<file path="src/cbhp_ram.sv">
`default_nettype none

module cbhp_ram #(
  parameter int WIDTH = 17,
  parameter int DEPTH = 256
) (
  input  logic                     clk_i,
  input  logic                     we_i,
  input  logic [$clog2(DEPTH)-1:0] waddr_i,
  input  logic [WIDTH-1:0]         wdata_i,
  input  logic [$clog2(DEPTH)-1:0] raddr_i,
  output logic [WIDTH-1:0]         rdata_o
);

  logic [WIDTH-1:0] mem [DEPTH];
  logic [WIDTH-1:0] rdata_q;

  always_ff @(posedge clk_i) begin
    if (we_i) begin
      mem[waddr_i] <= wdata_i;
    end
    rdata_q <= mem[raddr_i];
  end

  assign rdata_o = rdata_q;

endmodule

`default_nettype wire

</file>
<file path="config.mk">
export PLATFORM = sky130hd
export DESIGN_NAME = cbhp_ram
export DESIGN_NICKNAME = d
export VERILOG_FILES = /design/src/cbhp_ram.sv
export SDC_FILE = /design/constraint.sdc
export NUM_CORES = 2
export LEC_CHECK = 0
export BUFFER_PORTS_ARGS = -buffer_cell sky130_fd_sc_hd__buf_4
export CAP_MARGIN = 40
export CORE_MARGIN = 2
export CORE_UTILIZATION = 55
export DETAILED_ROUTE_END_ITERATION = 16
export PLACE_DENSITY_LB_ADDON = 0.12
export SLEW_MARGIN = 20
export SYNTH_ARGS = -nofsm -noshare
export SYNTH_HDL_FRONTEND = slang
export SYNTH_MEMORY_MAX_BITS = 65536
export SYNTH_SLANG_ARGS = --single-unit
</file>
<file path="constraint.sdc">
create_clock -name clk_i -period 3.6 [get_ports clk_i]
set_input_delay 0.72 -clock clk_i [delete_from_list [all_inputs] [get_ports clk_i]]
set_output_delay 0.72 -clock clk_i [all_outputs]
set_load 0.05 [all_outputs]
</file>
==> results <==
- The run finished with clean final reports.
- The total setup violations reported at the end of the flow is 0.
- The die is 559 microns wide.
- Dividing the detail-routed wire length by the instance count gives 34.9 microns.
- The count of hold buffers inserted by post-cts repair is 0.
- The number of port buffers is 51.
- The library cells used most frequently in the layout, excluding fill and tap cells, are sky130_fd_sc_hd__edfxtp_1 (4352), sky130_fd_sc_hd__mux4_2 (897), sky130_fd_sc_hd__buf_4 (876), sky130_fd_sc_hd__mux2i_1 (509), sky130_fd_sc_hd__clkbuf_16 (444).
- Entering global routing, the biggest net connects 123 pins.
- The category of the worst setup path launch point is an input pin.
- The count of final hold-check violations came to 0.
- The minimum setup slack in the final design is 0.140 ns.
- The initial antenna violation count is 33.
- The floorplan has just over 200 rows.
- In this run the vertical extent of the chip is 559 microns.
- The highest attainable clock frequency is a little under 300 MHz.
- The routed design uses between 200000 and 250000 microns of met2 wire.
- The number of max-slew violations in the final report is 0.
- The worst-case headroom to the max-slew limit is 23.5%.
- The TritonCTS clock tree is yes.
- 52 I/O pins were placed.
- When the netlist entered floorplanning its net count stood at between 7000 and 8000.
- At the pin with the least slew margin, the transition time is between 1 and 1.5 ns.
- The worst-case IR drop observed on VDD is 0.526 mV.
- Setup repair after global routing left no endpoint under its margin.
- The later pin in the worst-skew pair is clocked with a latency of 0.98 ns.
- The cell taking the most area after synthesis is sky130_fd_sc_hd__edfxtp_1.
- In this run, distinct cell masters in the synthesized netlist total 74.
- The number of H-tree branching levels is 5.
- The total number of yosys warnings is 0.
- The final weighted congestion in routability-driven placement is ~0.94.
- The area of the mapped netlist is between 0.15 and 0.2 sq mm.
- The number of global-route vias before repair is ~85000.
- The number of buffers created by CTS is between 400 and 500.
- In this run the cell area measured after placement is 0.182 sq mm.
- In the post-synthesis netlist, the biggest area contributors are sky130_fd_sc_hd__edfxtp_1 (77%), sky130_fd_sc_hd__mux4_2 (12%), sky130_fd_sc_hd__mux2i_1 (3.0%).
- Of all flip-flops after synthesis, the portion carrying an async set or reset was 0%.
- The placeable core region is 0.306 sq mm.
- No sink is reached through more buffers than the 4 on the longest clock path.
- The detailed-route via count is 87100.
- The total placed cells including tap cells is 12500.
- Clock-pin slew was measured on the worst setup and hold paths at ~0.06 ns.
- In the synthesized netlist the dominant register cell turns out to be sky130_fd_sc_hd__edfxtp_1.
- The post-route non-filler standard cell count is ~13000.
- Summed over all layers, the global routing overflow is 0.
- The global-route wire length before repair is around 650000 microns.
- The area added between synthesis and finish is 15.2%.
- The area of the die is 0.313 sq mm.
- After detailed routing, the number of vias per cell comes to 6.55.
- The portion of the clock cycle consumed by the worst path in the final layout is a little over nine tenths.
- STA puts the critical path data arrival time at 4.31 ns.
- Clock skew on the completed layout was measured at approximately 0.045 ns.
- Across the run, the number of max-cap violations was 0.
- The clock drives 4369 sinks.
- The post-route minimum period is ~3.5 ns.
- For the worst setup path, the data required time is approximately 4.5 ns.
- The aggregate routed wire length is around 460000 microns.
- OpenSTA, run right after detailed placement, puts the worst setup slack at -0.671 ns.
- The routed length on met3 is slightly below 50000 microns.
- The critical path is of the in -> reg type.
- The area share of the largest cell type after synthesis is about 77%.
- The highest metal layer carrying signal wires in the routed design is met5.
- The first TritonRoute pass finished after 6 iterations.
- The most common library cell in the layout ignoring fill and taps is sky130_fd_sc_hd__edfxtp_1.
- The largest fanout on the critical path is 21.
- Yosys mapped a number of flops with a built-in enable equal to approximately 4400.
- At the end of the flow, the number of nets in the layout was 8855.
- After synthesis, flip-flops and latches occupy 77.2% of the total area.
- The DRC violation total after the first TritonRoute iteration is between 10000 and 15000.
- After technology mapping, the gate count stands at 7797.
- The tree is rooted in a sky130_fd_sc_hd__clkbuf_16.
- The cell area power density is 546 mW/mm^2.
- Gates resized during post-CTS repair numbered 0.
- The flip-flop and latch count after synthesis is around 4400.
- After detailed routing, the number of remaining DRC violations is 0.
- The met1 layer wirelength in the final routing is roughly 180000 microns.
- In this run the post-CTS setup repair buffer count came out at 0.
- The ratio of cells with drive above 1 in the final layout is ~30%.
- The starting utilization of the core area is a little under three fifths.
- The HPWL after detailed placement is approximately 290000 microns.
- The average instance in the mapped netlist occupies around 22 sq um.
- Summing all non-filler instances in the final layout gives an area of approximately 0.20 sq mm.
- STA classifies the critical path endpoint as a flop.
- The total leakage power is roughly 0.064 uW.
- The class of the tightest hold or removal check is in -> reg.
- Global routing used around 29% of the available tracks.
- The detail route stage leaves a number of antenna-violating nets equal to 0.
## sequential cells by signal, summed over array words and instances (netlist names)
register / flops
mem: 4352
rdata_o: 17
## stage by stage
stage,hold WS (ns),power [uW],TNS [ns],utilization (%)
after floorplan,0.819,60200,0,-
final,0.160,107000,0,63.8
after detailed placement,1.07,63400,-5.53,59.3
after global placement,1.09,63300,-7.62,59.3
after global routing,0.139,109000,0,63.8
after CTS,0.120,107000,0,63.8
## critical path: stages
cell and delay [ns]:
sky130_fd_sc_hd__buf_16 0.16, sky130_fd_sc_hd__buf_12 0.20, sky130_fd_sc_hd__buf_12 0.25, sky130_fd_sc_hd__buf_12 0.24
sky130_fd_sc_hd__buf_4 0.21, sky130_fd_sc_hd__mux4_1 0.55, sky130_fd_sc_hd__mux2i_1 0.32, sky130_fd_sc_hd__o22ai_1 0.14
sky130_fd_sc_hd__nor2_1 0.33, sky130_fd_sc_hd__nand3_1 0.64, sky130_fd_sc_hd__and4_1 0.46
## synth_stat cells (8+ instances only)
master,number
sky130_fd_sc_hd__edfxtp_1,4352
sky130_fd_sc_hd__mux4_2,897
sky130_fd_sc_hd__mux2i_1,509
sky130_fd_sc_hd__nor2_1,333
sky130_fd_sc_hd__nand2_1,216
sky130_fd_sc_hd__o22ai_1,186
sky130_fd_sc_hd__clkbuf_1,150
sky130_fd_sc_hd__o221ai_1,134
sky130_fd_sc_hd__nor3_1,109
sky130_fd_sc_hd__a21oi_1,108
sky130_fd_sc_hd__buf_2,95
sky130_fd_sc_hd__nand3_1,65
sky130_fd_sc_hd__buf_6,57
sky130_fd_sc_hd__mux4_1,46
sky130_fd_sc_hd__buf_12,44
sky130_fd_sc_hd__o21ai_0,42
sky130_fd_sc_hd__buf_1,38
sky130_fd_sc_hd__buf_4,37
sky130_fd_sc_hd__a22oi_1,33
sky130_fd_sc_hd__buf_8,30
sky130_fd_sc_hd__nand4_1,21
sky130_fd_sc_hd__mux2_2,20
sky130_fd_sc_hd__dfxtp_1,17
sky130_fd_sc_hd__a211oi_1,16
sky130_fd_sc_hd__a31oi_1,14
sky130_fd_sc_hd__nor2b_1,14
sky130_fd_sc_hd__nor4_1,14
sky130_fd_sc_hd__o311a_1,14
sky130_fd_sc_hd__or3_1,14
sky130_fd_sc_hd__a22o_1,13
sky130_fd_sc_hd__o311ai_0,13
sky130_fd_sc_hd__clkbuf_8,12
sky130_fd_sc_hd__o22a_1,11
sky130_fd_sc_hd__a32oi_1,9
sky130_fd_sc_hd__and3_1,8
## kinds of logic (layout without fill, tap and decap cells)
| group | Yosys count | after routing | synth area share [%] |
|---|---|---|---|
| compound gates | 649 | 649 | 2.71 |
| buf+inv | 471 | 1863 | 2.14 |
| flops | 4369 | 4369 | 77.2 |
| mux | 1472 | 1472 | 15.8 |
| other cells | 0 | 16 | 0 |
| simple gates | 836 | 836 | 2.19 |
## path summary, 6_finish.rpt
path / startpoint / end / slack [ns] / depth (start not counted)
setup / recovery: raddr_i[0] / rdata_o[7] / 0.14 / 11
setup reg to reg: mem[238][4] / rdata_o[4] / 0.49 / 8
hold / removal: wdata_i[4] / mem[118][4] / 0.16 / 1
hold reg to reg: mem[92][9] / rdata_o[9] / 1.12 / 4
## cell type report
class	count	area [sq um]
Clock inverter	259	2370
Sequential cell	4369	131000
Tap cell	4100	5130
Fill cell	20600	111000
Clock buffer	547	11500
Timing Repair Buffer	1052	9900
Multi-Input combinational cell	2957	35500
Antenna cell	16	40.0
Inverter	5	32.5
## where the power goes
group / leakage (uW) / switching (uW) / total [uW] / internal (uW)
combinational: 0.0175 / 3910 / 6220 / 2310
sequential: 0.0393 / 107 / 56200 / 56100
clock: 0.00678 / 18900 / 44300 / 25500
total: 0.0635 / 22900 / 107000 / 83800
## metal layers
metal	vias up	GRT usage, %
met5	-	0
met4	14	10.0
met3	727	6.05
met2	4829	44.9
met1	46500	43.1
li1	35100	-
Note: power is estimated with default switching activity, not from simulation.
