## src/cbhp_pkg.sv

```systemverilog
`default_nettype none

package cbhp_pkg;

  localparam int SAMPLE_W   = 16;
  localparam int FUNC_W     = 2;
  localparam int HALF_W     = 7;
  localparam int GAIN_W     = 20;
  localparam int OUT_W      = 26;
  localparam int GAIN_FRAC  = 16;
  localparam int OUT_FRAC   = 4;
  localparam int DEN_SHIFT  = GAIN_FRAC - OUT_FRAC;
  localparam int MAX_HALF   = 2**HALF_W - 1;
  localparam int APB_ADDR_W = 4;
  localparam int APB_DATA_W = 32;

  localparam logic [HALF_W-1:0]   HALF_RESET = 7'd90;
  localparam logic [SAMPLE_W-1:0] LEAD_RESET = 16'h8000;
  localparam logic [GAIN_W-1:0]   GAIN_RESET = 20'h10000;

  localparam logic signed [OUT_W-1:0] OUT_MAX = {1'b0, {(OUT_W-1){1'b1}}};
  localparam logic signed [OUT_W-1:0] OUT_MIN = {1'b1, {(OUT_W-1){1'b0}}};
  // Largest magnitude that a negative result can take without clipping.
  localparam logic [OUT_W-1:0]        NEG_LIM = {1'b1, {(OUT_W-1){1'b0}}};

  typedef enum logic [FUNC_W-1:0] {
    FUNC_SAMPLE = 2'd0,
    FUNC_DRAIN  = 2'd1,
    FUNC_START  = 2'd2
  } func_e;

  typedef enum logic [1:0] {
    REG_HALF_WINDOW   = 2'd0,
    REG_LEAD_OFF_CODE = 2'd1,
    REG_GAIN_Q16      = 2'd2
  } reg_e;

  typedef struct packed {
    logic neg;
    logic zero;
    logic ovf;
    logic lead_off;
    logic last;
  } div_side_t;

endpackage

`default_nettype wire

```

## src/cbhp_div_cell.sv

```systemverilog
`default_nettype none

module cbhp_div_cell import cbhp_pkg::*; #(
  parameter int CW = 9,
  parameter int QW = 26
) (
  input  logic          clk_i,
  input  logic          rst_ni,
  input  logic          valid_i,
  input  div_side_t     side_i,
  input  logic [QW-1:0] dvd_i,
  input  logic [CW-1:0] rem_i,
  input  logic [CW-1:0] dvs_i,
  input  logic [QW-1:0] quo_i,
  output logic          valid_o,
  output div_side_t     side_o,
  output logic [QW-1:0] dvd_o,
  output logic [CW-1:0] rem_o,
  output logic [CW-1:0] dvs_o,
  output logic [QW-1:0] quo_o
);

  logic          valid_q;
  div_side_t     side_q;
  logic [QW-1:0] dvd_q, dvd_d;
  logic [CW-1:0] rem_q, rem_d;
  logic [CW-1:0] dvs_q;
  logic [QW-1:0] quo_q, quo_d;

  logic [CW:0] trial;
  logic [CW:0] diff;
  logic        fits;

  // One restoring step: bring down the next dividend bit and subtract if it fits.
  assign trial = {rem_i, dvd_i[QW-1]};
  assign fits  = trial >= {1'b0, dvs_i};
  assign diff  = trial - {1'b0, dvs_i};
  assign rem_d = fits ? diff[CW-1:0] : trial[CW-1:0];
  assign dvd_d = {dvd_i[QW-2:0], 1'b0};
  assign quo_d = {quo_i[QW-2:0], fits};

  always_ff @(posedge clk_i or negedge rst_ni) begin
    if (!rst_ni) begin
      valid_q <= 1'b0;
    end else begin
      valid_q <= valid_i;
    end
  end

  always_ff @(posedge clk_i) begin
    side_q <= side_i;
    dvd_q  <= dvd_d;
    rem_q  <= rem_d;
    dvs_q  <= dvs_i;
    quo_q  <= quo_d;
  end

  assign valid_o = valid_q;
  assign side_o  = side_q;
  assign dvd_o   = dvd_q;
  assign rem_o   = rem_q;
  assign dvs_o   = dvs_q;
  assign quo_o   = quo_q;

endmodule

`default_nettype wire

```

## src/cbhp_div_chain.sv

```systemverilog
`default_nettype none

module cbhp_div_chain import cbhp_pkg::*; #(
  parameter int CW = 9,
  parameter int QW = 26
) (
  input  logic          clk_i,
  input  logic          rst_ni,
  input  logic          valid_i,
  input  div_side_t     side_i,
  input  logic [QW-1:0] dvd_i,
  input  logic [CW-1:0] rem_i,
  input  logic [CW-1:0] dvs_i,
  output logic          valid_o,
  output div_side_t     side_o,
  output logic [QW-1:0] quo_o
);

  logic          valid_s [QW+1];
  div_side_t     side_s  [QW+1];
  logic [QW-1:0] dvd_s   [QW+1];
  logic [CW-1:0] rem_s   [QW+1];
  logic [CW-1:0] dvs_s   [QW+1];
  logic [QW-1:0] quo_s   [QW+1];

  assign valid_s[0] = valid_i;
  assign side_s[0]  = side_i;
  assign dvd_s[0]   = dvd_i;
  assign rem_s[0]   = rem_i;
  assign dvs_s[0]   = dvs_i;
  assign quo_s[0]   = '0;

  // Each cell yields one quotient bit, most significant first.
  for (genvar i = 0; i < QW; i++) begin : g_cell
    cbhp_div_cell #(
      .CW(CW),
      .QW(QW)
    ) u_cell (
      .clk_i  (clk_i),
      .rst_ni (rst_ni),
      .valid_i(valid_s[i]),
      .side_i (side_s[i]),
      .dvd_i  (dvd_s[i]),
      .rem_i  (rem_s[i]),
      .dvs_i  (dvs_s[i]),
      .quo_i  (quo_s[i]),
      .valid_o(valid_s[i+1]),
      .side_o (side_s[i+1]),
      .dvd_o  (dvd_s[i+1]),
      .rem_o  (rem_s[i+1]),
      .dvs_o  (dvs_s[i+1]),
      .quo_o  (quo_s[i+1])
    );
  end

  assign valid_o = valid_s[QW];
  assign side_o  = side_s[QW];
  assign quo_o   = quo_s[QW];

endmodule

`default_nettype wire
```

## config.mk

```make
export PLATFORM = sky130hd
export DESIGN_NAME = cbhp_div_chain
export DESIGN_NICKNAME = d
export VERILOG_FILES = /design/src/cbhp_pkg.sv /design/src/cbhp_div_cell.sv /design/src/cbhp_div_chain.sv
export SDC_FILE = /design/constraint.sdc
export NUM_CORES = 1
export LEC_CHECK = 0
export ABC_AREA = 0
export ABC_CLOCK_PERIOD_IN_PS = 6950
export BUFFER_PORTS_ARGS = -buffer_cell sky130_fd_sc_hd__buf_2
export CAP_MARGIN = 15
export CORE_ASPECT_RATIO = 2
export CORE_MARGIN = 2
export CORE_UTILIZATION = 60
export CTS_CLUSTER_DIAMETER = 80
export DETAILED_ROUTE_END_ITERATION = 16
export GPL_ROUTABILITY_DRIVEN = 0
export GPL_TIMING_DRIVEN = 0
export PLACE_DENSITY = 0.77
export SYNTH_ARGS = -nofsm -noshare
export SYNTH_HDL_FRONTEND = slang
export SYNTH_SLANG_ARGS = --single-unit
```

## constraint.sdc

```tcl
create_clock -name clk_i -period 6.95 [get_ports clk_i]
set_input_delay 0.3475 -clock clk_i [delete_from_list [all_inputs] [get_ports clk_i]]
set_output_delay 0.3475 -clock clk_i [all_outputs]
set_load 0.02 [all_outputs]
```

==> results of run 1 <==
## placed cells by master, fill, tap and decap left out, types with 49 or more instances in the layout
| cell type | count |
|---|---|
| nand3_1 | 55 |
| dfxtp_1 | 1256 |
| clkbuf_16 | 97 |
| xnor2_1 | 92 |
| a21boi_0 | 49 |
| mux2_1 | 97 |
| inv_1 | 332 |
| nor3_1 | 75 |
| o21a_1 | 76 |
| a21oi_1 | 183 |
| buf_2 | 84 |
| o211ai_1 | 54 |
| nand2_1 | 69 |
| nor2_1 | 131 |
| ha_1 | 234 |
## power by group through the flow
stage / Sequential, W / Combinational (W) / Clock (W)
after floorplan: 0.00981 / 0.00513 / 0
after global placement: 0.00996 / 0.00636 / 0
after detailed placement: 0.0100 / 0.00669 / 0
after CTS: 0.00990 / 0.00679 / 0.00567
after global routing: 0.0101 / 0.00753 / 0.00598
final: 0.00989 / 0.00691 / 0.00553
## cell families after synthesis
| family | count (synthesis) | share of synthesized area [%] |
|---|---|---|
| AOI/OAI and AO/OA | 598 | 10.4 |
| xor gates and xnor gates | 103 | 2.29 |
| adders and majority gates | 259 | 8.71 |
| buffers and inverters | 358 | 3.48 |
| DFF | 1282 | 65.6 |
| muxes | 147 | 4.33 |
| and+or+nand+nor | 432 | 5.23 |
## what timing repair did
item,CTS,global route
hold endpoints to repair,73,0
resized for setup,0,0
endpoints found under the setup margin,0,0
hold buffers,48,0
buffers inserted,0,0
## critical path: cells and delay by family (launching register included)
kind                     cells  cell delay [ps]
AO/OA/AOI/OAI                2              490
adder cells (fa/ha/maj)      2              600
buffers and inverters        3              290
flip-flops                   1              320
multiplexers                 1              360
AND/OR/NAND/NOR              2              560
## flip-flops by register name, summed over array words and instances, names as in the netlist
name and count:
g_cell.u_cell.dvs_o 225, g_cell.u_cell.rem_o 225, g_cell.u_cell.side_o 130, g_cell.u_cell.dvd_o 325, g_cell.u_cell.valid_o 26, g_cell.u_cell.quo_o 351
## path summary, 6_finish.rpt
check / startpoint / to / slack, ps
max: g_cell[21].u_cell.dvd_o[25]$_DFF_P_ / g_cell[22].u_cell.rem_o[3]$_DFF_P_ / 4210
min: rem_i[1] / g_cell[0].u_cell.rem_o[2]$_DFF_P_ / 50
max reg2reg: g_cell[21].u_cell.dvd_o[25]$_DFF_P_ / g_cell[22].u_cell.rem_o[3]$_DFF_P_ / 4210
min reg2reg: g_cell[22].u_cell.quo_o[5]$_DFF_P_ / g_cell[23].u_cell.quo_o[6]$_DFF_P_ / 310
max in group asynchronous: rst_ni / g_cell[9].u_cell.valid_o$_DFF_PN0_ / 6390
min in group asynchronous: rst_ni / g_cell[0].u_cell.valid_o$_DFF_PN0_ / 190
## per-stage QoR
| stage | setup WS [ps] | power (W) | cell area, um2 | hold slack [ps] | cells |
|---|---|---|---|---|---|
| 2_1_floorplan | 4600 | 0.0149 | 39300 | 51.9 | 3179 |
| 3_3_place_gp | 4260 | 0.0163 | 40800 | 309 | 4133 |
| 3_5_place_dp | 4220 | 0.0167 | 40800 | 312 | 4133 |
| 4_1_cts | 4210 | 0.0223 | 44600 | 18.9 | 4360 |
| 5_1_grt | 4040 | 0.0236 | 44600 | 16.3 | 4360 |
| 6_report | 4210 | 0.0223 | 44600 | 45.2 | 4360 |
## metal layers
metal | vias to the layer above | routed length [um] | global-route usage (%)
li1 | 11300 | - | -
met1 | 10900 | 22700 | 17.3
met2 | 711 | 41200 | 43.7
met3 | 340 | 2890 | 4.13
met4 | 0 | 5670 | 16.6
met5 | - | 0 | 0
## final cells by class
class                   count  area [um2]  area share (%)
flip-flops and latches   1282       25800            57.8
multi-input cells        1539       12200            27.3
clock buffers             140        2830            6.34
inverters                 352        1320            2.96
well taps                 871        1090            2.44
repair buffers            131         896            2.01
clock inverters            39         447            1.00
plain buffers               6        46.3           0.104
==> results.cfg, run 1 <==
[outcome]
outcome = finished, final reports clean

[sta]
period_needed_ps = 2740
hold_viol_final = 0
fmax_mhz = 365
fin_skew_ps = 26.8
rsz0062_at_grt = no
setup-tns-final_ps = 0
slew-limit-headroom_pct = 53.6
slew_viol_final = 0
setup_viol = 0
post-route-period-util_pct = 39.4
max_slew.worst_pin.slew_ps = 691

[power]
pwr-share-clk_pct = 24.7
pwr-share-comb_pct = 31.0
p_per_area_nw_per_um2 = 501
switching_share_pct = 31.9
p_leak_nw = 19.7
peakVddDrop_mv = 0.311
seqPwrFrac_pct = 44.3
p_switching_w = 0.00713
internal_power_w = 0.0152

[detailed_routing]
ant_nets = 0
drt_iter0_drc = 1238
num_vias = 23300
wl_per_cell_um = 16.6
viasPerCell = 5.34
drt-pass1-iter-count = 7
drc = 0
routed_wl_um = 72500

[synth]
syn_area_per_cell_um2 = 12.4
synth_top_area_share_pct = 63.9
synthArstFlopShare_pct = 2.03
yosysTopAreaCell = dfxtp_1
synthCells = 3179
synthFlopType = dfxtp_1
synth_nets = 3490
yosysMostFrequentCell = dfxtp_1
yosys_warnings = 0
yosysSeqAreaShare_pct = 65.6
synth_area_leaders = dfxtp_1 64%, ha_1 7.4%, inv_1 3.2%
synth-edff-count = 0
ys_seq_elements = 1282
synth_cell_types = 58
synthTopCellsByCount = 1256 x dfxtp_1, 332 x inv_1, 234 x ha_1, 183 x a21oi_1, 131 x nor2_1
netlist_area_um2 = 39300

[worst_setup_path]
criticalPathCategory = reg2reg
crit_path_max_incr_delay_ps = 420
cp-end-kind = flop
crit_path_max_fanout = 7
crit_chain = inv_1 -> ha_1 -> inv_1 -> fa_1 -> a21oi_1 -> o211ai_1 -> and3_1 -> nor2_1 -> inv_2 -> mux2_1
cp_data_required_time_ps = 7510
ff2ff_path_depth = 10
crit_top_cell = inv_1
arrival_ps = 3300
start_kind = flop
cp_slowest_cell = fa_1

[floorplanning]
row_count = 132
initial_utilization_pct = 60.8
top_level_ports = 84
dieWidth_um = 185
fp.coreArea_um2 = 64700
dieHeight_um = 366
dieArea_um2 = 67800

[placed_design]
portBuffers = 83
hpwl_um = 52000

[cts]
cts_buffers = 97
clk_pin_slew_worst_paths_ps = 70
cts_root_buf = clkbuf_16
cts_tree = done
htreeDepth = 3
clock_latency_ps = 690
clockBufferDepth = 3
clkSinkCount = 1282

[global_route]
grt_max_degree = 27
grt_usage_pct = 21.7
grt_pass1_wl_um = 116000
antenna_found_initial = 0
grt_pass1_vias = 24900
grt_overflow = 0

[finish]
layout-drive-gt1-share_pct = 8.63
nets = 3720
n_fill_cell = 4592
antenna_cells = 0
post-route-util_pct = 68.9
syn_to_final_growth_pct = 13.4

[flow_run]
drv_cap = 0

[min_path]
min_path_cells = 3
hold_class = in2reg
(Power assumes the default switching activity.)
==> run 2, diff against run 1 <==
--- a/config.mk
+++ b/config.mk
@@ -6,17 +6,17 @@
 export NUM_CORES = 1
 export LEC_CHECK = 0
 export ABC_AREA = 0
-export ABC_CLOCK_PERIOD_IN_PS = 6950
+export ABC_CLOCK_PERIOD_IN_PS = 2410
 export BUFFER_PORTS_ARGS = -buffer_cell sky130_fd_sc_hd__buf_2
 export CAP_MARGIN = 15
 export CORE_ASPECT_RATIO = 2
 export CORE_MARGIN = 2
-export CORE_UTILIZATION = 60
+export CORE_UTILIZATION = 55
 export CTS_CLUSTER_DIAMETER = 80
 export DETAILED_ROUTE_END_ITERATION = 16
 export GPL_ROUTABILITY_DRIVEN = 0
 export GPL_TIMING_DRIVEN = 0
-export PLACE_DENSITY = 0.77
+export PLACE_DENSITY = 0.74
 export SYNTH_ARGS = -nofsm -noshare
 export SYNTH_HDL_FRONTEND = slang
 export SYNTH_SLANG_ARGS = --single-unit
==> constraint.sdc (replaced) <==
create_clock -name clk_i -period 2.41 [get_ports clk_i]
set_input_delay 0.1205 -clock clk_i [delete_from_list [all_inputs] [get_ports clk_i]]
set_output_delay 0.1205 -clock clk_i [all_outputs]
set_load 0.02 [all_outputs]
==> run 2 against run 1 <==
The flow now finishes with violations (hold timing, setup timing). Register-to-register slack got worse by 4200 ps. Total power increased to 3.0 times the previous value. Maximum frequency up 13%. Final cell count increased by 2.2%. Hold slack worse by 470 ps. Largest power group unchanged. Highest routed layer unchanged.
==> results.cfg, run 2 (synthesized netlist as in run 1, its figures left out) <==
[outcome]
outcome = finished, violations left
violations = hold timing, setup timing

[power]
pwr-share-clk_pct = 26.0
p_per_area_nw_per_um2 = 1460
pwr-share-comb_pct = 31.7
p_switching_w = 0.0208
peakVddDrop_mv = 1.09
p_leak_nw = 20.2
internal_power_w = 0.0463
seqPwrFrac_pct = 42.3
switching_share_pct = 31.0

[worst_setup_path]
start_kind = flop
crit_family = compound AO/OA/AOI/OAI gates
crit_path_max_fanout = 5
r2r-start = g_cell[3].u_cell.dvd_o[25]$_DFF_P_
arrival_ps = 3000
crit_top_cell = inv_2
crit_start = g_cell[3].u_cell.dvd_o[25]$_DFF_P_
crit_buf_inv = 3
criticalPathCategory = reg2reg
cp-end-kind = flop
cp_slowest_cell = fa_2
cp_data_required_time_ps = 2980
ff2ff_setup_slack_ps = -20
crit_path_max_incr_delay_ps = 420
crit_chain = inv_2 -> ha_4 -> inv_2 -> fa_2 -> a21oi_4 -> o22ai_2 -> o2111a_2 -> or2_1 -> buf_6 -> mux2_4
crit_cells = 10
timing.rr.end = g_cell[4].u_cell.rem_o[3]$_DFF_P_
ff2ff_path_depth = 10
endpoint = g_cell[4].u_cell.rem_o[3]$_DFF_P_

[finish]
post-route-util_pct = 65.0
fin_area_um2 = 46000
antenna_cells = 0
layout_commonest_cell = dfxtp_1
nets = 3772
seqCellArea_um2 = 25800
syn_to_final_growth_pct = 17.0
largest_reg_flops = 351
n_fill_cell = 5232
final_cell_mix = 1244 x dfxtp_1, 324 x inv_1, 228 x ha_1
multi_input_area_um2 = 12700
layout-drive-gt1-share_pct = 13.8

[detailed_routing]
viasPerCell = 5.15
wl_per_cell_um = 15.9
drc = 0
num_vias = 23000
ant_nets = 0
drt-pass1-iter-count = 5
routed_wl_um = 71000
drt_iter0_drc = 671

[global_route]
grt_max_degree = 27
grt_usage_pct = 19.5
grt_pass1_vias = 23900
grt_overflow = 0
grt_pass1_wl_um = 112000
antenna_found_initial = 0

[sta]
fin_skew_ps = 19.6
slew-limit-headroom_pct = 65.0
slew_viol_final = 0
finalWorstSetupSlack_ps = -20.2
setup_viol = 10
period_needed_ps = 2430
max_slew.worst_pin.slew_ps = 521
fmax_mhz = 411
post-route-period-util_pct = 101
holdWs_ps = -424
hold_viol_final = 2
rsz0062_at_grt = yes

[cts]
cts_root_buf = clkbuf_16
cts_buffers = 97
cts_tree = done
clock_latency_ps = 680
clkSinkCount = 1282
ctsHoldBuffers = 52
htreeDepth = 3
clockBufferDepth = 3
clk_pin_slew_worst_paths_ps = 70

[floorplanning]
dieHeight_um = 382
dieWidth_um = 193
row_count = 138
dieArea_um2 = 73800
top_level_ports = 84
fp.coreArea_um2 = 70800
initial_utilization_pct = 55.6

[placed_design]
hpwl_um = 50300
portBuffers = 83
post_dp_cell_area_um2 = 40900

[flow_run]
drv_cap = 0

[min_path]
hold_class = in2reg
-- run 2: changes by cell type in the layout (fill, tap and decap cells not counted), sizes merged --
cell and change:
buf +48, clkinvlp -3, clkbuf -13, inv +4, dlygate4sd3 +4, bufinv +15
-- run 2: what timing repair did --
action | 4_1_cts | 5_1_grt
pin swaps | 22 | 43
gates cloned | 0 | 2
resized for setup | 90 | 97
setup endpoints to repair | 138 | 121
buffers inserted | 24 | 21
endpoints found under the hold margin | 75 | 2
-- run 2: area by class of cell --
| cell class | instances | share of cell area [%] |
|---|---|---|
| plain buffers | 6 | 0.114 |
| clock buffers | 127 | 5.99 |
| clock inverters | 55 | 1.81 |
| inverters | 352 | 2.89 |
| multi-input cells | 1539 | 27.7 |
| flip-flops and latches | 1282 | 56.1 |
| well taps | 910 | 2.47 |
| repair buffers | 183 | 2.95 |
-- run 2: per-layer routing --
metal / share of wire, % / vias to the layer above / global-route usage, %
li1: - / 11400 / -
met1: 31 / 10800 / 15.1
met2: 58 / 502 / 39.7
met3: 3.2 / 300 / 3.80
met4: 8.2 / 0 / 14.6
met5: 0 / - / 0
-- run 2: worst min path at each step --
stage          startpoint                             endpoint  slack, ps  depth (start not counted)
2_1_floorplan      rst_ni   g_cell[0].u_cell.valid_o$_DFF_PN0_       -180                          0
3_3_place_gp       rst_ni  g_cell[23].u_cell.valid_o$_DFF_PN0_        120                          1
3_5_place_dp       rst_ni  g_cell[24].u_cell.valid_o$_DFF_PN0_        130                          1
4_1_cts          dvs_i[0]    g_cell[0].u_cell.dvs_o[0]$_DFF_P_       -480                          1
5_1_grt          dvs_i[0]    g_cell[0].u_cell.dvs_o[0]$_DFF_P_       -460                          1
6_report         dvs_i[0]    g_cell[0].u_cell.dvs_o[0]$_DFF_P_       -420                          1
-- run 2: power groups by stage --
stage               Clock (W)  Combinational [W]  Sequential, W
finish                 0.0175             0.0213         0.0284
global route           0.0188             0.0234         0.0289
CTS                    0.0180             0.0203         0.0284
detailed placement          0             0.0193         0.0288
global placement            0             0.0188         0.0287
floorplan                   0             0.0148         0.0283
-- run 2: stage by stage --
stage	setup WS [ps]	instances	TNS, ps	hold slack [ps]	total power, W
3_5_place_dp	-334	4172	-21530	134	0.0481
5_1_grt	-75.3	4454	-669	-464	0.0711
2_1_floorplan	61.7	3179	0	-175	0.0431
4_1_cts	-10.7	4430	-10.7	-479	0.0667
3_3_place_gp	-339	4172	-18920	123	0.0475
6_report	-20.2	4454	-109	-424	0.0671
==> run 3, diff against run 2 <==
--- a/config.mk
+++ b/config.mk
@@ -6,17 +6,18 @@
 export NUM_CORES = 1
 export LEC_CHECK = 0
 export ABC_AREA = 0
-export ABC_CLOCK_PERIOD_IN_PS = 2410
+export ABC_CLOCK_PERIOD_IN_PS = 2700
 export BUFFER_PORTS_ARGS = -buffer_cell sky130_fd_sc_hd__buf_2
 export CAP_MARGIN = 15
 export CORE_ASPECT_RATIO = 2
 export CORE_MARGIN = 2
-export CORE_UTILIZATION = 55
+export CORE_UTILIZATION = 60
+export CTS_BUF_LIST = sky130_fd_sc_hd__clkbuf_16
 export CTS_CLUSTER_DIAMETER = 80
 export DETAILED_ROUTE_END_ITERATION = 16
 export GPL_ROUTABILITY_DRIVEN = 0
 export GPL_TIMING_DRIVEN = 0
-export PLACE_DENSITY = 0.74
+export PLACE_DENSITY = 0.77
 export SYNTH_ARGS = -nofsm -noshare
 export SYNTH_HDL_FRONTEND = slang
 export SYNTH_SLANG_ARGS = --single-unit
==> constraint.sdc (replaced) <==
create_clock -name clk_i -period 2.7 [get_ports clk_i]
set_input_delay 0.135 -clock clk_i [delete_from_list [all_inputs] [get_ports clk_i]]
set_output_delay 0.135 -clock clk_i [all_outputs]
set_load 0.02 [all_outputs]
==> run 3 against run 2 <==
The run now ends clean. Clock skew up 7.0 ps. Routed wire length up 2.5%. Die area down 8.2%. Sequential share of layout area up 1.9 points. Count of clock-buffer cells in the layout down 30. Non-clock buffer count down 43. Global-route usage up 2.3 points. Clock power down 23%. Setup slack better by 71 ps. Critical path depth unchanged. First-iteration DRC count up 88%. Sequential cell count unchanged. Largest power group unchanged.
==> results.cfg, run 3 (synthesized netlist as in run 1, its figures left out) <==
[min_path]
hold_class = in2reg
hold_start = rem_i[8]

[sta]
setup_viol = 0
hold_viol_final = 0
fin_skew_ps = 26.6
holdWs_ps = 35.8
slew_viol_final = 0
fmax_mhz = 378
max_slew.worst_pin.slew_ps = 668
period_needed_ps = 2650
slew-limit-headroom_pct = 55.1
post-route-period-util_pct = 98.1
setup-tns-final_ps = 0

[global_route]
grt_pass1_wl_um = 116000
grt_overflow = 0
grt_pass1_vias = 24800
antenna_found_initial = 0
grt_usage_pct = 21.7
grt_max_degree = 27

[floorplanning]
dieHeight_um = 366
fp.coreArea_um2 = 64700
top_level_ports = 84
dieWidth_um = 185
dieArea_um2 = 67800
initial_utilization_pct = 60.8
row_count = 132

[detailed_routing]
drt_iter0_drc = 1260
routed_wl_um = 72800
drt-pass1-iter-count = 5
num_vias = 23200
ant_nets = 0
drc = 0
viasPerCell = 5.32
wl_per_cell_um = 16.7

[finish]
post-route-util_pct = 68.7
nets = 3729
n_fill_cell = 4592
final_cell_mix = 1256 x dfxtp_1, 351 x inv_1, 234 x ha_1
antenna_cells = 0
largest_reg_flops = 351
syn_to_final_growth_pct = 13.1
instances_no_fill = 4369
layout-drive-gt1-share_pct = 8.58
layout_commonest_cell = dfxtp_1

[worst_setup_path]
crit_start = g_cell[6].u_cell.dvd_o[25]$_DFF_P_
start_kind = flop
cp-end-kind = flop
cp_data_required_time_ps = 3240
r2r-start = g_cell[6].u_cell.dvd_o[25]$_DFF_P_
crit_chain = inv_1 -> ha_1 -> inv_1 -> fa_1 -> a21oi_1 -> o211ai_1 -> and3_1 -> nor2_1 -> inv_2 -> mux2_1
cp_slowest_cell = fa_1
criticalPathCategory = reg2reg
crit_path_max_incr_delay_ps = 420
crit_path_max_fanout = 7
crit_top_cell = inv_1
arrival_ps = 3190

[cts]
clk_pin_slew_worst_paths_ps = 70
cts_root_buf = clkbuf_16
cts_buffers = 97
clock_latency_ps = 690
clkSinkCount = 1282
htreeDepth = 3
cts_tree = done
clockBufferDepth = 3

[power]
internal_power_w = 0.0385
power.total_w = 0.0568
pwr-share-comb_pct = 31.6
pwr-share-clk_pct = 23.6
p_leak_nw = 19.7
switching_share_pct = 32.3
p_per_area_nw_per_um2 = 1280
peakVddDrop_mv = 0.850
p_switching_w = 0.0184
seqPwrFrac_pct = 44.8

[placed_design]
portBuffers = 83
dp_cells = 4133
hpwl_um = 52000

[outcome]
outcome = finished, final reports clean

[flow_run]
drv_cap = 0
==> run 3: changes by cell type in the layout (fill, tap and decap cells not counted), sizes merged <==
| cell | previous run | this run |
|---|---|---|
| clkinv | 19 | 43 |
| inv | 362 | 377 |
| clkbuf | 129 | 99 |
| bufinv | 18 | 3 |
| clkinvlp | 8 | 11 |
| buf | 135 | 91 |
| dlygate4sd3 | 52 | 53 |
==> run 3: path summary, 6_finish.rpt <==
| check | to | slack [ps] | cells after the start |
|---|---|---|---|
| hold reg to reg | g_cell[20].u_cell.side_o[4]$_DFF_P_ | 310 | 0 |
| min in group asynchronous | g_cell[11].u_cell.valid_o$_DFF_PN0_ | 520 | 3 |
| setup reg to reg | g_cell[7].u_cell.rem_o[3]$_DFF_P_ | 50 | 10 |
| setup / recovery | g_cell[7].u_cell.rem_o[3]$_DFF_P_ | 50 | 10 |
| max in group asynchronous | g_cell[25].u_cell.valid_o$_DFF_PN0_ | 1690 | 4 |
| hold / removal | g_cell[0].u_cell.rem_o[2]$_DFF_P_ | 40 | 4 |
==> run 3: power groups by stage <==
stage / sequential [W] / combinational [W] / clock, W
after floorplan: 0.0253 / 0.0132 / 0
after global placement: 0.0256 / 0.0164 / 0
after detailed placement: 0.0259 / 0.0172 / 0
after CTS: 0.0255 / 0.0175 / 0.0138
after global routing: 0.0259 / 0.0195 / 0.0146
final: 0.0255 / 0.0179 / 0.0134
==> run 3: metal layers <==
| layer | share of wire, % | track usage [%] |
|---|---|---|
| met5 | 0 | 0 |
| met3 | 3.8 | 4.18 |
| met2 | 57 | 43.8 |
| met4 | 7.3 | 16.5 |
| met1 | 31 | 17.3 |
==> run 3: stage by stage <==
| step | setup slack [ps] | area [um2] |
|---|---|---|
| final | 51.1 | 44500 |
| after global routing | -1.08 | 44500 |
| after CTS | 37.3 | 44400 |
| after detailed placement | -9.88 | 40800 |
| after global placement | 52.4 | 40800 |
| after floorplan | 352 | 39300 |
==> run 3: critical path: cells and delay by family, from the launching register on <==
family / cells / cell delay (ps)
multiplexers: 1 / 370
adder cells (fa/ha/maj): 2 / 580
buffers and inverters: 3 / 290
flip-flops: 1 / 350
AND/OR/NAND/NOR: 2 / 470
AO/OA/AOI/OAI: 2 / 420
==> run 3: area by class of cell <==
| type | instances | area, um2 | share of cell area, % |
|---|---|---|---|
| Clock inverter | 82 | 608 | 1.37 |
| Tap cell | 871 | 1090 | 2.45 |
| Timing Repair Buffer | 140 | 983 | 2.21 |
| Buffer | 6 | 46.3 | 0.104 |
| Sequential cell | 1282 | 25800 | 58.0 |
| Inverter | 352 | 1320 | 2.97 |
| Clock buffer | 97 | 2430 | 5.45 |
| Multi-Input combinational cell | 1539 | 12200 | 27.5 |
==> run 3: what timing repair did <==
action,4_1_cts,5_1_grt
setup endpoints to repair,17,45
gates resized for setup,3,16
pin swaps,3,2
endpoints found under the hold margin,75,0
hold buffers,53,0
setup buffers,1,2
